`config.mk`:
```
export PLATFORM = sky130hd
export DESIGN_NAME = antialiased_line_drawer
export DESIGN_NICKNAME = d
export VERILOG_FILES = /design/src/hw/rtl/aald_pkg.sv /design/src/hw/rtl/aald_regs.sv /design/src/hw/rtl/aald_ctrl.sv /design/src/hw/rtl/aald_dp.sv /design/src/hw/rtl/antialiased_line_drawer.sv
export SDC_FILE = /design/constraint.sdc
export NUM_CORES = 2
export LEC_CHECK = 0
export BUFFER_PORTS_ARGS = -buffer_cell sky130_fd_sc_hd__buf_2
export CAP_MARGIN = 20
export CORE_MARGIN = 1.5
export CORE_UTILIZATION = 33
export CTS_CLUSTER_DIAMETER = 80
export DETAILED_ROUTE_END_ITERATION = 10
export PLACE_DENSITY = 0.52
export SYNTH_ARGS = -nofsm -noshare
export SYNTH_HDL_FRONTEND = slang
export SYNTH_SLANG_ARGS = --single-unit
```
`constraint.sdc`:
```
create_clock -name i_clk -period 18.3 [get_ports i_clk]
set_input_delay 1.83 -clock i_clk [delete_from_list [all_inputs] [get_ports i_clk]]
set_output_delay 1.83 -clock i_clk [all_outputs]
set_load 0.1 [all_outputs]
```
`src/hw/rtl/aald_pkg.sv`:
```
// package: widths, opcodes, controller states and command/status types
`timescale 1ns / 1ps
package aald_pkg;
    localparam int COORD_BITS    = 10;
    localparam int SUBPIXEL_BITS = 4;
    localparam int FRAC_BITS     = 16;
    localparam int INT_BITS      = 8;
    localparam int IN_BITS       = COORD_BITS + SUBPIXEL_BITS;   // 14
    localparam int WIN_BITS      = COORD_BITS + 1;               // 11
    localparam int SLOPE_BITS    = FRAC_BITS + 2;                // signed 1.16
    localparam int MINOR_BITS    = IN_BITS + FRAC_BITS - SUBPIXEL_BITS + 2; // 28
    localparam int GAP_BITS      = SUBPIXEL_BITS + 2;            // 0..32
    localparam int DIV_STEPS     = IN_BITS + FRAC_BITS;          // 30
    localparam int CNT_BITS      = $clog2(DIV_STEPS);
    localparam logic [WIN_BITS-1:0] WIN_RESET = WIN_BITS'(1 << COORD_BITS);

    typedef enum logic {
        OP_BEGIN   = 1'b0,
        OP_ADVANCE = 1'b1
    } t_opcode;

    typedef enum logic {
        REG_WIDTH  = 1'b0,
        REG_HEIGHT = 1'b1
    } t_reg_index;

    typedef enum logic [1:0] {
        PH_IDLE     = 2'd0,
        PH_END0     = 2'd1,
        PH_END1     = 2'd2,
        PH_INTERIOR = 2'd3
    } t_phase;

    typedef enum logic [2:0] {
        S_IDLE,
        S_DIV,
        S_EP0,
        S_EP1,
        S_PIX0,
        S_PIX1
    } t_state;

    typedef struct packed {
        logic load_begin;
        logic load_adv;
        logic div_step;
        logic ep0;
        logic ep1;
        logic emit0;
        logic emit1;
    } t_dp_cmd;

    typedef struct packed {
        logic in_dx_zero;
        logic div_last;
        logic out_free;
        logic line_active;
    } t_dp_status;
endpackage

```
`src/hw/rtl/aald_regs.sv`:
```
// window size registers behind the apb-style port
`timescale 1ns / 1ps
module aald_regs (
    input  logic                          i_clk,
    input  logic                          i_rst_n,
    input  logic                          psel,
    input  logic                          penable,
    input  logic                          pwrite,
    input  logic [2:0]                    paddr,
    input  logic [31:0]                   pwdata,
    output logic [31:0]                   prdata,
    output logic                          pready,
    output logic [aald_pkg::WIN_BITS-1:0] o_win_width,
    output logic [aald_pkg::WIN_BITS-1:0] o_win_height
);
    import aald_pkg::*;

    logic [WIN_BITS-1:0] r_width, r_height;
    logic                wr;
    t_reg_index          idx;

    assign pready = 1'b1;
    assign wr     = psel & penable & pwrite;
    assign idx    = t_reg_index'(paddr[2]);

    always_ff @(posedge i_clk) begin
        if (!i_rst_n) begin
            r_width  <= WIN_RESET;
            r_height <= WIN_RESET;
        end else if (wr) begin
            case (idx)
                REG_WIDTH:  r_width  <= pwdata[WIN_BITS-1:0];
                REG_HEIGHT: r_height <= pwdata[WIN_BITS-1:0];
                default: ;
            endcase
        end
    end

    always_comb begin
        case (idx)
            REG_WIDTH:  prdata = {{(32-WIN_BITS){1'b0}}, r_width};
            REG_HEIGHT: prdata = {{(32-WIN_BITS){1'b0}}, r_height};
            default:    prdata = '0;
        endcase
    end

    assign o_win_width  = r_width;
    assign o_win_height = r_height;
endmodule

```
`src/hw/rtl/aald_ctrl.sv`:
```
// controller: sequences line setup, gradient division and pixel emission
`timescale 1ns / 1ps
module aald_ctrl (
    input  logic                 i_clk,
    input  logic                 i_rst_n,
    input  logic                 i_in_valid,
    input  logic                 i_in_op,
    output logic                 o_in_ready,
    input  aald_pkg::t_dp_status i_status,
    output aald_pkg::t_dp_cmd    o_cmd
);
    import aald_pkg::*;

    t_state r_state, n_state;

    always_ff @(posedge i_clk) begin
        if (!i_rst_n) r_state <= S_IDLE;
        else          r_state <= n_state;
    end

    always_comb begin
        n_state    = r_state;
        o_cmd      = '0;
        o_in_ready = 1'b0;
        case (r_state)
            S_IDLE: begin
                o_in_ready = 1'b1;
                if (i_in_valid) begin
                    if (t_opcode'(i_in_op) == OP_BEGIN) begin
                        o_cmd.load_begin = 1'b1;
                        n_state = i_status.in_dx_zero ? S_EP0 : S_DIV;
                    end else if (i_status.line_active) begin
                        o_cmd.load_adv = 1'b1;
                        n_state = S_PIX0;
                    end
                end
            end
            S_DIV: begin
                o_cmd.div_step = 1'b1;
                if (i_status.div_last) n_state = S_EP0;
            end
            S_EP0: begin
                o_cmd.ep0 = 1'b1;
                n_state = S_EP1;
            end
            S_EP1: begin
                o_cmd.ep1 = 1'b1;
                n_state = S_IDLE;
            end
            S_PIX0: begin
                if (i_status.out_free) begin
                    o_cmd.emit0 = 1'b1;
                    n_state = S_PIX1;
                end
            end
            S_PIX1: begin
                if (i_status.out_free) begin
                    o_cmd.emit1 = 1'b1;
                    n_state = S_IDLE;
                end
            end
            default: n_state = S_IDLE;
        endcase
    end
endmodule

```
`src/hw/rtl/aald_dp.sv`:
```
// datapath: endpoint setup, restoring divider, column stepping, pixel output register
`timescale 1ns / 1ps
module aald_dp (
    input  logic                          i_clk,
    input  logic                          i_rst_n,
    input  logic [55:0]                   i_in_data,
    input  logic [aald_pkg::WIN_BITS-1:0] i_win_width,
    input  logic [aald_pkg::WIN_BITS-1:0] i_win_height,
    input  aald_pkg::t_dp_cmd             i_cmd,
    output aald_pkg::t_dp_status          o_status,
    output logic                          o_out_valid,
    input  logic                          i_out_ready,
    output logic [31:0]                   o_out_data,
    output logic                          o_out_last
);
    import aald_pkg::*;

    // ---- begin: steepness, swap and order
    logic [IN_BITS-1:0] ax, ay, bx, by, sx0, sy0, sx1, sy1, adx, ady;
    logic [IN_BITS-1:0] ox0, oy0, ox1, oy1, in_dx;
    logic               steep;

    assign ax  = i_in_data[IN_BITS-1:0];
    assign ay  = i_in_data[2*IN_BITS-1:IN_BITS];
    assign bx  = i_in_data[3*IN_BITS-1:2*IN_BITS];
    assign by  = i_in_data[4*IN_BITS-1:3*IN_BITS];
    assign adx = (bx > ax) ? bx - ax : ax - bx;
    assign ady = (by > ay) ? by - ay : ay - by;
    assign steep = ady > adx;

    always_comb begin
        sx0 = steep ? ay : ax;  sy0 = steep ? ax : ay;
        sx1 = steep ? by : bx;  sy1 = steep ? bx : by;
        if (sx0 > sx1) begin
            ox0 = sx1; oy0 = sy1; ox1 = sx0; oy1 = sy0;
        end else begin
            ox0 = sx0; oy0 = sy0; ox1 = sx1; oy1 = sy1;
        end
    end
    assign in_dx = ox1 - ox0;

    logic [IN_BITS-1:0]   r_x0, r_y0, r_x1, r_y1, r_dx;
    logic                 r_swap, r_dy_neg, r_dx_zero;
    logic [IN_BITS:0]     r_rem;
    logic [DIV_STEPS-1:0] r_num;
    logic [FRAC_BITS:0]   r_quo;
    logic [CNT_BITS-1:0]  r_cnt;
    logic [IN_BITS:0]     div_t;
    logic                 div_ge;

    assign div_t  = {r_rem[IN_BITS-1:0], r_num[DIV_STEPS-1]};
    assign div_ge = div_t >= {1'b0, r_dx};

    always_ff @(posedge i_clk) begin
        if (i_cmd.load_begin) begin
            r_swap    <= steep;
            r_x0 <= ox0; r_y0 <= oy0; r_x1 <= ox1; r_y1 <= oy1;
            r_dx      <= in_dx;
            r_dx_zero <= (in_dx == '0);
            r_dy_neg  <= oy1 < oy0;
            r_num     <= {((oy1 < oy0) ? oy0 - oy1 : oy1 - oy0), {FRAC_BITS{1'b0}}};
            r_rem     <= '0;
            r_quo     <= '0;
            r_cnt     <= '0;
        end else if (i_cmd.div_step) begin
            r_rem <= div_ge ? div_t - {1'b0, r_dx} : div_t;
            r_quo <= {r_quo[FRAC_BITS-1:0], div_ge};
            r_num <= {r_num[DIV_STEPS-2:0], 1'b0};
            r_cnt <= r_cnt + 1'b1;
        end
    end

    // gradient, held stable for the whole line
    logic signed [SLOPE_BITS-1:0] slope;
    always_comb begin
        if (r_dx_zero)     slope = SLOPE_BITS'(1 << FRAC_BITS);
        else if (r_dy_neg) slope = -$signed({1'b0, r_quo});
        else               slope = $signed({1'b0, r_quo});
    end

    // ---- endpoint setup, one endpoint per cycle
    logic [IN_BITS-1:0]            ep_x, ep_y;
    logic [IN_BITS+1:0]            ep_tt;
    logic [WIN_BITS-1:0]           ep_xr;
    logic [SUBPIXEL_BITS:0]        ep_fr;
    logic signed [IN_BITS+1:0]     ep_dfull;
    logic signed [SUBPIXEL_BITS:0] ep_d;
    logic signed [SLOPE_BITS+SUBPIXEL_BITS:0] ep_prod;
    logic signed [MINOR_BITS-1:0]  ep_minor;
    logic [GAP_BITS-1:0]           ep_gap;

    assign ep_x     = i_cmd.ep1 ? r_x1 : r_x0;
    assign ep_y     = i_cmd.ep1 ? r_y1 : r_y0;
    assign ep_tt    = {1'b0, ep_x, 1'b0} + (IN_BITS+2)'(1 << SUBPIXEL_BITS);
    assign ep_xr    = ep_tt[IN_BITS+1:SUBPIXEL_BITS+1];
    assign ep_fr    = ep_tt[SUBPIXEL_BITS:0];
    assign ep_dfull = $signed({1'b0, ep_xr, {SUBPIXEL_BITS{1'b0}}}) - $signed({2'b0, ep_x});
    assign ep_d     = ep_dfull[SUBPIXEL_BITS:0];
    assign ep_prod  = slope * ep_d;
    assign ep_minor = $signed({2'b0, ep_y, {(FRAC_BITS-SUBPIXEL_BITS){1'b0}}})
                    + MINOR_BITS'(ep_prod >>> SUBPIXEL_BITS);
    assign ep_gap   = i_cmd.ep1 ? {1'b0, ep_fr}
                                : GAP_BITS'(2 << SUBPIXEL_BITS) - {1'b0, ep_fr};

    logic signed [MINOR_BITS-1:0] r_em_minor0, r_acc;
    logic [GAP_BITS-1:0]          r_em_gap0, r_em_gap1;
    logic [WIN_BITS-1:0]          r_em_major0, r_em_major1, r_mpos, r_mlim;
    logic signed [MINOR_BITS-1:0] r_em_minor1;
    logic                         r_active;
    t_phase                       r_phase;

    // ---- column registers
    logic [WIN_BITS-1:0]          r_col_major;
    logic signed [MINOR_BITS-1:0] r_col_minor;
    logic [GAP_BITS-1:0]          r_col_gap;
    logic                         r_col_ep, r_col_final;
    logic [WIN_BITS:0]            mpos_inc;

    assign mpos_inc = {1'b0, r_mpos} + 1'b1;

    always_ff @(posedge i_clk) begin
        if (!i_rst_n) begin
            r_active <= 1'b0;
            r_phase  <= PH_IDLE;
        end else if (i_cmd.ep1) begin
            r_active <= 1'b1;
            r_phase  <= PH_END0;
        end else if (i_cmd.load_adv) begin
            case (r_phase)
                PH_END0: r_phase <= PH_END1;
                PH_END1: begin
                    if (r_mpos >= r_mlim) begin
                        r_active <= 1'b0;
                        r_phase  <= PH_IDLE;
                    end else begin
                        r_phase  <= PH_INTERIOR;
                    end
                end
                PH_INTERIOR: begin
                    if (mpos_inc >= {1'b0, r_mlim}) begin
                        r_active <= 1'b0;
                        r_phase  <= PH_IDLE;
                    end
                end
                default: ;
            endcase
        end
    end

    always_ff @(posedge i_clk) begin
        if (i_cmd.ep0) begin
            r_em_minor0 <= ep_minor;
            r_em_gap0   <= ep_gap;
            r_em_major0 <= ep_xr;
        end
        if (i_cmd.ep1) begin
            r_em_minor1 <= ep_minor;
            r_em_gap1   <= ep_gap;
            r_em_major1 <= ep_xr;
            r_acc       <= r_em_minor0 + MINOR_BITS'(slope);
            r_mpos      <= r_em_major0 + 1'b1;
            r_mlim      <= ep_xr;
        end
        if (i_cmd.load_adv) begin
            case (r_phase)
                PH_END0: begin
                    r_col_major <= r_em_major0;  r_col_minor <= r_em_minor0;
                    r_col_gap   <= r_em_gap0;    r_col_ep    <= 1'b1;
                    r_col_final <= 1'b0;
                end
                PH_END1: begin
                    r_col_major <= r_em_major1;  r_col_minor <= r_em_minor1;
                    r_col_gap   <= r_em_gap1;    r_col_ep    <= 1'b1;
                    r_col_final <= r_mpos >= r_mlim;
                end
                default: begin
                    r_col_major <= r_mpos;       r_col_minor <= r_acc;
                    r_col_gap   <= GAP_BITS'(1); r_col_ep    <= 1'b0;
                    r_col_final <= mpos_inc >= {1'b0, r_mlim};
                    r_acc       <= r_acc + MINOR_BITS'(slope);
                    r_mpos      <= mpos_inc[WIN_BITS-1:0];
                end
            endcase
        end
    end

    // ---- pixel evaluation for the column's two pixels
    localparam int IP_BITS = MINOR_BITS - FRAC_BITS;
    localparam int CN_BITS = FRAC_BITS + 1 + GAP_BITS;
    logic signed [IP_BITS-1:0] ip0, ip1;
    logic [FRAC_BITS:0]        f, rf, wgt;
    logic [CN_BITS-1:0]        cnum;
    logic [CN_BITS+INT_BITS-1:0] cscaled, cshift;
    logic [INT_BITS-1:0]       cov;
    logic [IP_BITS-1:0]        maj_w, px0, py0, px1, py1, px, py;
    logic                      vis0, vis1;

    function automatic logic visible(input logic [IP_BITS-1:0] x,
                                     input logic [IP_BITS-1:0] y,
                                     input logic [WIN_BITS-1:0] w,
                                     input logic [WIN_BITS-1:0] h);
        logic [IP_BITS-1:0] lim;
        lim = IP_BITS'(1 << COORD_BITS);
        visible = !x[IP_BITS-1] && !y[IP_BITS-1] && (x < lim) && (y < lim)
               && (x < IP_BITS'(w)) && (y < IP_BITS'(h));
    endfunction

    assign ip0   = r_col_minor[MINOR_BITS-1:FRAC_BITS];
    assign ip1   = ip0 + 1'b1;
    assign f     = {1'b0, r_col_minor[FRAC_BITS-1:0]};
    assign rf    = (FRAC_BITS+1)'(1 << FRAC_BITS) - f;
    assign maj_w = IP_BITS'(r_col_major);
    assign px0   = r_swap ? ip0 : maj_w;
    assign py0   = r_swap ? maj_w : ip0;
    assign px1   = r_swap ? ip1 : maj_w;
    assign py1   = r_swap ? maj_w : ip1;
    assign vis0  = visible(px0, py0, i_win_width, i_win_height);
    assign vis1  = visible(px1, py1, i_win_width, i_win_height);

    assign px      = i_cmd.emit1 ? px1 : px0;
    assign py      = i_cmd.emit1 ? py1 : py0;
    assign wgt     = i_cmd.emit1 ? f : rf;
    assign cnum    = wgt * r_col_gap;
    // times the full-scale intensity
    assign cscaled = {cnum, {INT_BITS{1'b0}}} - (CN_BITS+INT_BITS)'(cnum);
    assign cshift  = r_col_ep ? cscaled >> (FRAC_BITS + SUBPIXEL_BITS + 1)
                              : cscaled >> FRAC_BITS;
    assign cov     = cshift[INT_BITS-1:0];

    // ---- output register
    logic r_out_valid, r_out_last;
    logic [COORD_BITS-1:0] r_px, r_py;
    logic [INT_BITS-1:0]   r_cov;
    logic                  out_free, do_load;

    assign out_free = !r_out_valid || i_out_ready;
    assign do_load  = (i_cmd.emit0 && vis0) || (i_cmd.emit1 && vis1);

    always_ff @(posedge i_clk) begin
        if (!i_rst_n) begin
            r_out_valid <= 1'b0;
        end else if (do_load) begin
            r_out_valid <= 1'b1;
        end else if (i_out_ready) begin
            r_out_valid <= 1'b0;
        end
    end

    always_ff @(posedge i_clk) begin
        if (do_load) begin
            r_px       <= px[COORD_BITS-1:0];
            r_py       <= py[COORD_BITS-1:0];
            r_cov      <= cov;
            r_out_last <= r_col_final && (i_cmd.emit1 || !vis1);
        end
    end

    assign o_out_valid = r_out_valid;
    assign o_out_last  = r_out_last;
    assign o_out_data  = {{(32-2*COORD_BITS-INT_BITS){1'b0}}, r_cov, r_py, r_px};

    assign o_status.in_dx_zero  = (in_dx == '0);
    assign o_status.div_last    = (r_cnt == CNT_BITS'(DIV_STEPS - 1));
    assign o_status.out_free    = out_free;
    assign o_status.line_active = r_active;
endmodule

```
`src/hw/rtl/antialiased_line_drawer.sv`:
```
// antialiased line rasterizer: begin item sets up a line, advance item emits one column
// begin item: endpoint setup, after a 30-step gradient division unless the line has no
// major extent; advance item: up to two pixel items through a one-deep output register,
// no effect with no line active, held up while the output is stalled
// one item is worked on at a time; s_axis_tready is high only while the controller idles
// synchronous active-low reset: no line active, output empty, window registers 1024 x 1024
`timescale 1ns / 1ps
module antialiased_line_drawer (
    input  logic        i_clk,
    input  logic        i_rst_n,
    input  logic        s_axis_tvalid,
    output logic        s_axis_tready,
    input  logic [55:0] s_axis_tdata,  // start_x, start_y, end_x, end_y
    input  logic        s_axis_tuser,  // opcode
    output logic        m_axis_tvalid,
    input  logic        m_axis_tready,
    output logic [31:0] m_axis_tdata,  // pixel_x, pixel_y, coverage, zero pad
    output logic        m_axis_tlast,  // line_done
    input  logic        psel,
    input  logic        penable,
    input  logic        pwrite,
    input  logic [2:0]  paddr,
    input  logic [31:0] pwdata,
    output logic [31:0] prdata,
    output logic        pready
);
    import aald_pkg::*;

    logic [WIN_BITS-1:0] win_width, win_height;
    t_dp_cmd             cmd;
    t_dp_status          status;

    aald_regs u_regs (
        .i_clk        (i_clk),
        .i_rst_n      (i_rst_n),
        .psel         (psel),
        .penable      (penable),
        .pwrite       (pwrite),
        .paddr        (paddr),
        .pwdata       (pwdata),
        .prdata       (prdata),
        .pready       (pready),
        .o_win_width  (win_width),
        .o_win_height (win_height)
    );

    aald_ctrl u_ctrl (
        .i_clk      (i_clk),
        .i_rst_n    (i_rst_n),
        .i_in_valid (s_axis_tvalid),
        .i_in_op    (s_axis_tuser),
        .o_in_ready (s_axis_tready),
        .i_status   (status),
        .o_cmd      (cmd)
    );

    aald_dp u_dp (
        .i_clk        (i_clk),
        .i_rst_n      (i_rst_n),
        .i_in_data    (s_axis_tdata),
        .i_win_width  (win_width),
        .i_win_height (win_height),
        .i_cmd        (cmd),
        .o_status     (status),
        .o_out_valid  (m_axis_tvalid),
        .i_out_ready  (m_axis_tready),
        .o_out_data   (m_axis_tdata),
        .o_out_last   (m_axis_tlast)
    );
endmodule
```
==> results.md <==
Worst hold path:
- The worst hold path was traced through 2 stages.
- The worst hold path belongs to the class register to register.
- The sink of the worst hold path is u_regs.o_win_width[1].
- The launch point of the worst hold path is u_regs.o_win_width[1].

Synth:
- After synthesis, the share of flip-flops with an asynchronous set or reset is 0%.
- The post-synthesis cell count is 3854.
- The number of synthesis warnings is 0.
- The post-synthesis compound-gate area fraction is 18.4%.
- The dominant register cell in the synthesized netlist is edfxtp_1.
- The dominant combinational cell family by area after synthesis is adder cells.
- The sequential fraction of the synthesis area is 28.6%.
- The adder-cell share of the synthesized area is 20.6%.
- The distinct cell type count after synthesis is 104.
- Averaged over all synthesized cells, the footprint is 8.73 um2.
- Of the post-synthesis cell area, the part taken by muxes is 4.23%.
- The count of state elements after synthesis is 355.
- The cell area after technology mapping is 33600 um2.
- The count of flip-flops with a built-in enable after synthesis is 251.
- The synthesized netlist devotes 5.68% of its cell area to XOR and XNOR gates.
- The area share of and/or/nand/nor cells after synthesis is 15.5%.

Clocking:
- In this run the clock root is driven by a clkbuf_16.
- The clock transition at the registers of the reported paths is 0.06 ns.
- In this run, post-CTS repair resized a total of 0 instances.
- The number of H-tree levels is 2.
- The maximum root-to-sink buffer count is 3.
- After clock tree synthesis, the flow added hold-fix buffers numbering 0.
- The clock buffer count from CTS is 42.
- The insertion delay of the later-clocked pin in the worst-skew pair is 0.58 ns.
- The clock tree from TritonCTS is built.
- The number of setup buffers added after CTS is 0.
- The clock net in this run drives a total of 355 sinks.

Final layout:
- The fraction of layout instances using a drive strength above 1 is 8.59%.
- Summing all multi-input logic gate instances after layout gives 21800 um2.
- The final core utilization is 36.7%.
- Fill cells in the final layout number 10400.
- The area growth from synthesis to layout is 9.69%.
- Registers take 9620 um2.
- The number of nets in the final layout is 4479.

Placed design:
- At the end of routability-driven placement, the weighted congestion stood at 0.896.
- In this run the tool buffered the top-level ports with 117 buffer cells.
- Once detailed placement completed, the half-perimeter wirelength came to 69.9 mm.

Worst setup path:
- The startpoint of the lowest-slack register-to-register path is u_ctrl.r_state[1].
- The slowest stage of the critical path is the a21oi_2 cell.
- On the worst path, the slowest cell contributes a delay of 0.82 ns.
- STA classifies the critical path endpoint as a register.
- In this design, the critical path's most frequently occurring cell is a21oi_1.
- The worst setup path is of the input port to register kind.
- The data required time of the critical path is 18.60 ns.
- Measured in cells, the most critical reg-to-reg path has a length of 46.
- STA puts the critical path data arrival time at 14.55 ns.
- The worst register-to-register path has a setup slack of 6.99 ns.
- The highest net fanout along the worst path is 57.
- The startpoint class of the critical path is an input port.
- The endpoint identified for the worst register-to-register timing path is u_dp.r_em_minor0[26].

Route:
- For this run, design rule violations remaining after detail routing come to 0.
- The starting DRC count in detailed routing is 1421.
- The number of optimization iterations in the first detailed-route pass is 6.
- The routed layout has 26500 vias.
- The detail route stage leaves a number of antenna-violating nets equal to 0.
- The wire length per cell after detailed routing is 16.5 um.
- The mean number of vias per cell is 5.01.
- For this block, the routed nets add up to 87.1 mm of wire.

Floorplanning:
- The floorplan die width is 322 um.
- In this run the core area contains 116 standard-cell rows.
- The area of the die is 104000 um2.
- During I/O placement, the number of pins put on the boundary was 167.
- The core area is 101000 um2.
- Measured along the y axis, the die boundary spans 322 um.
- The initial cell density of the core is 33.4%.

STA:
- After layout, the worst path uses 77.9% of the clock period.
- The number of failing hold endpoints at the final stage came to 0.
- After routing, the total negative slack on setup checks comes to 0 ns.
- Setup repair after global routing left no endpoint under its margin.
- Timing would allow up to 70.2 MHz.
- Headroom to the max-slew limit came out at 26.4%.
- The final count of negative-setup-slack endpoints is 0.
- The smallest clock period supported by the final layout is computed as 14.25 ns.
- The transition at the pin with the smallest max-transition slack is 1.10 ns.
- The final setup skew is 0.0246 ns.
- The final count of pins violating max slew is 0.

GRT:
- For this run, the total global-route usage over all layers was measured as 16.6%.
- The total overflow left after global routing is 0.
- The number of global-route vias before repair is 25800.
- The first global-routing pass estimated 139 mm of wire.
- The initial antenna violation count is 1.
- Entering global routing, the biggest net connects 81 pins.

Status:
- The flow ran to the end, and the final reports show no timing, DRC or antenna violations.

Run:
- Max-cap violations in this run came to 0.
per-stage QoR:
stage	worst slack [ns]	hold slack (ns)	cell area, um2	cells
final	4.05	0.454	36900	5293
after global routing	2.97	0.473	36900	5293
after CTS	4.15	0.456	36900	5289
after detailed placement	3.56	0.448	35500	5212
after global placement	3.59	0.441	35500	5212
after floorplan	4.64	0.432	33700	3878
per-layer routing:
layer	vias up	part of all wire (%)	track usage (%)
li1	13500	-	-
met1	12500	48	22.6
met2	452	46	27.8
met3	99	3.4	1.85
met4	0	2.7	4.83
met5	-	0	0
worst max-delay path by stage:
stage	from	endpoint	slack, ns	cells past startpoint
final	s_axis_tdata[17]	u_dp.r_num[21]	4.05	53
after global placement	s_axis_tdata[17]	u_dp.r_num[21]	3.59	53
after global routing	s_axis_tdata[17]	u_dp.r_num[20]	2.97	53
after CTS	s_axis_tdata[28]	u_dp.r_num[20]	4.15	55
after floorplan	s_axis_tdata[28]	u_dp.r_num[26]	4.64	58
after detailed placement	s_axis_tdata[17]	u_dp.r_num[21]	3.56	52
registers in the layout, indices dropped and copies added (netlist names), 6 cells and up:
name                 count
u_dp.r_em_major0        11
u_dp.r_em_minor0        28
u_dp.r_em_major1        11
u_dp.r_mpos             11
u_dp.r_cov               8
u_dp.r_rem              14
u_regs.o_win_width      11
u_dp.r_quo              17
u_dp.r_y1               14
u_dp.r_num              14
u_dp.r_x0               14
u_dp.r_dx               14
u_regs.o_win_height     11
u_dp.r_py               10
u_dp.r_acc              28
u_dp.r_col_major        11
u_dp.r_y0               14
u_dp.r_col_minor        28
u_dp.r_x1               14
u_dp.r_em_minor1        28
u_dp.r_px               10
u_dp.r_col_gap           6
synthesized netlist by cell type (27+ instances only):
master / n / area share, %
o21a_1: 29 / 0.65
mux2i_1: 88 / 2.6
nor2_1: 299 / 3.3
o21ai_0: 161 / 2.4
dfxtp_1: 104 / 6.2
a211oi_1: 41 / 0.92
o21bai_1: 41 / 0.92
nand3_1: 79 / 1.2
ha_1: 351 / 13
nand2_1: 439 / 4.9
nor3_1: 70 / 1.0
xor2_1: 88 / 2.3
a22oi_1: 48 / 1.1
buf_4: 27 / 0.60
nand2b_1: 33 / 0.61
fa_1: 127 / 7.6
mux2_2: 47 / 1.6
clkbuf_1: 123 / 1.4
xnor2_1: 130 / 3.4
inv_1: 387 / 4.3
nor2b_1: 27 / 0.50
and2_1: 56 / 1.0
a21oi_1: 335 / 5.0
edfxtp_1: 251 / 22
a21o_1: 130 / 2.9
cells by family after synthesis:
group / count (synthesis)
xor+xnor: 218
flops: 355
buf+inv: 565
mux: 136
other cells: 2
simple gates: 1134
fa+ha+maj: 478
compound gates: 966
cell usage in the layout (no fill, tap or decap), types with 21 or more instances in the layout:
cell type  count
nand2_1      438
nand2b_1      33
nand3_1       79
and2_1        56
o21ai_0      161
mux2i_1       88
buf_2        118
nor3_1        69
inv_1        386
mux2_2        47
nand4_1       23
a21o_1       130
a21boi_0      21
ha_1         349
edfxtp_1     251
clkbuf_16     43
o21a_1        29
o21bai_1      41
xnor2_1      130
fa_1         127
a22oi_1       48
buf_4         36
a21oi_1      334
conb_1        26
dfxtp_1      104
nor2b_1       27
a211oi_1      41
nor2_1       297
xor2_1        88
critical path: cells and delay by family:
family / cells / cell delay (ns)
AOI/OAI and AO/OA: 28 / 6.05
xor gates and xnor gates: 2 / 0.31
adders and majority gates: 4 / 1.77
buffers and inverters: 6 / 1.61
muxes: 1 / 0.43
and+or+nand+nor: 12 / 2.49
area by class of cell:
type | instances | area share [%]
tap | 1357 | 4.60
clock buffer | 57 | 3.09
antenna | 1 | 0.00678
timing repair buffer | 155 | 2.35
inverter | 390 | 3.97
clock inverter | 20 | 0.699
sequential | 355 | 26.1
multi-input combinational | 2958 | 59.2
Power is not shown: default switching activity piles up to over one toggle a cycle in this logic, so the estimate is an artifact.
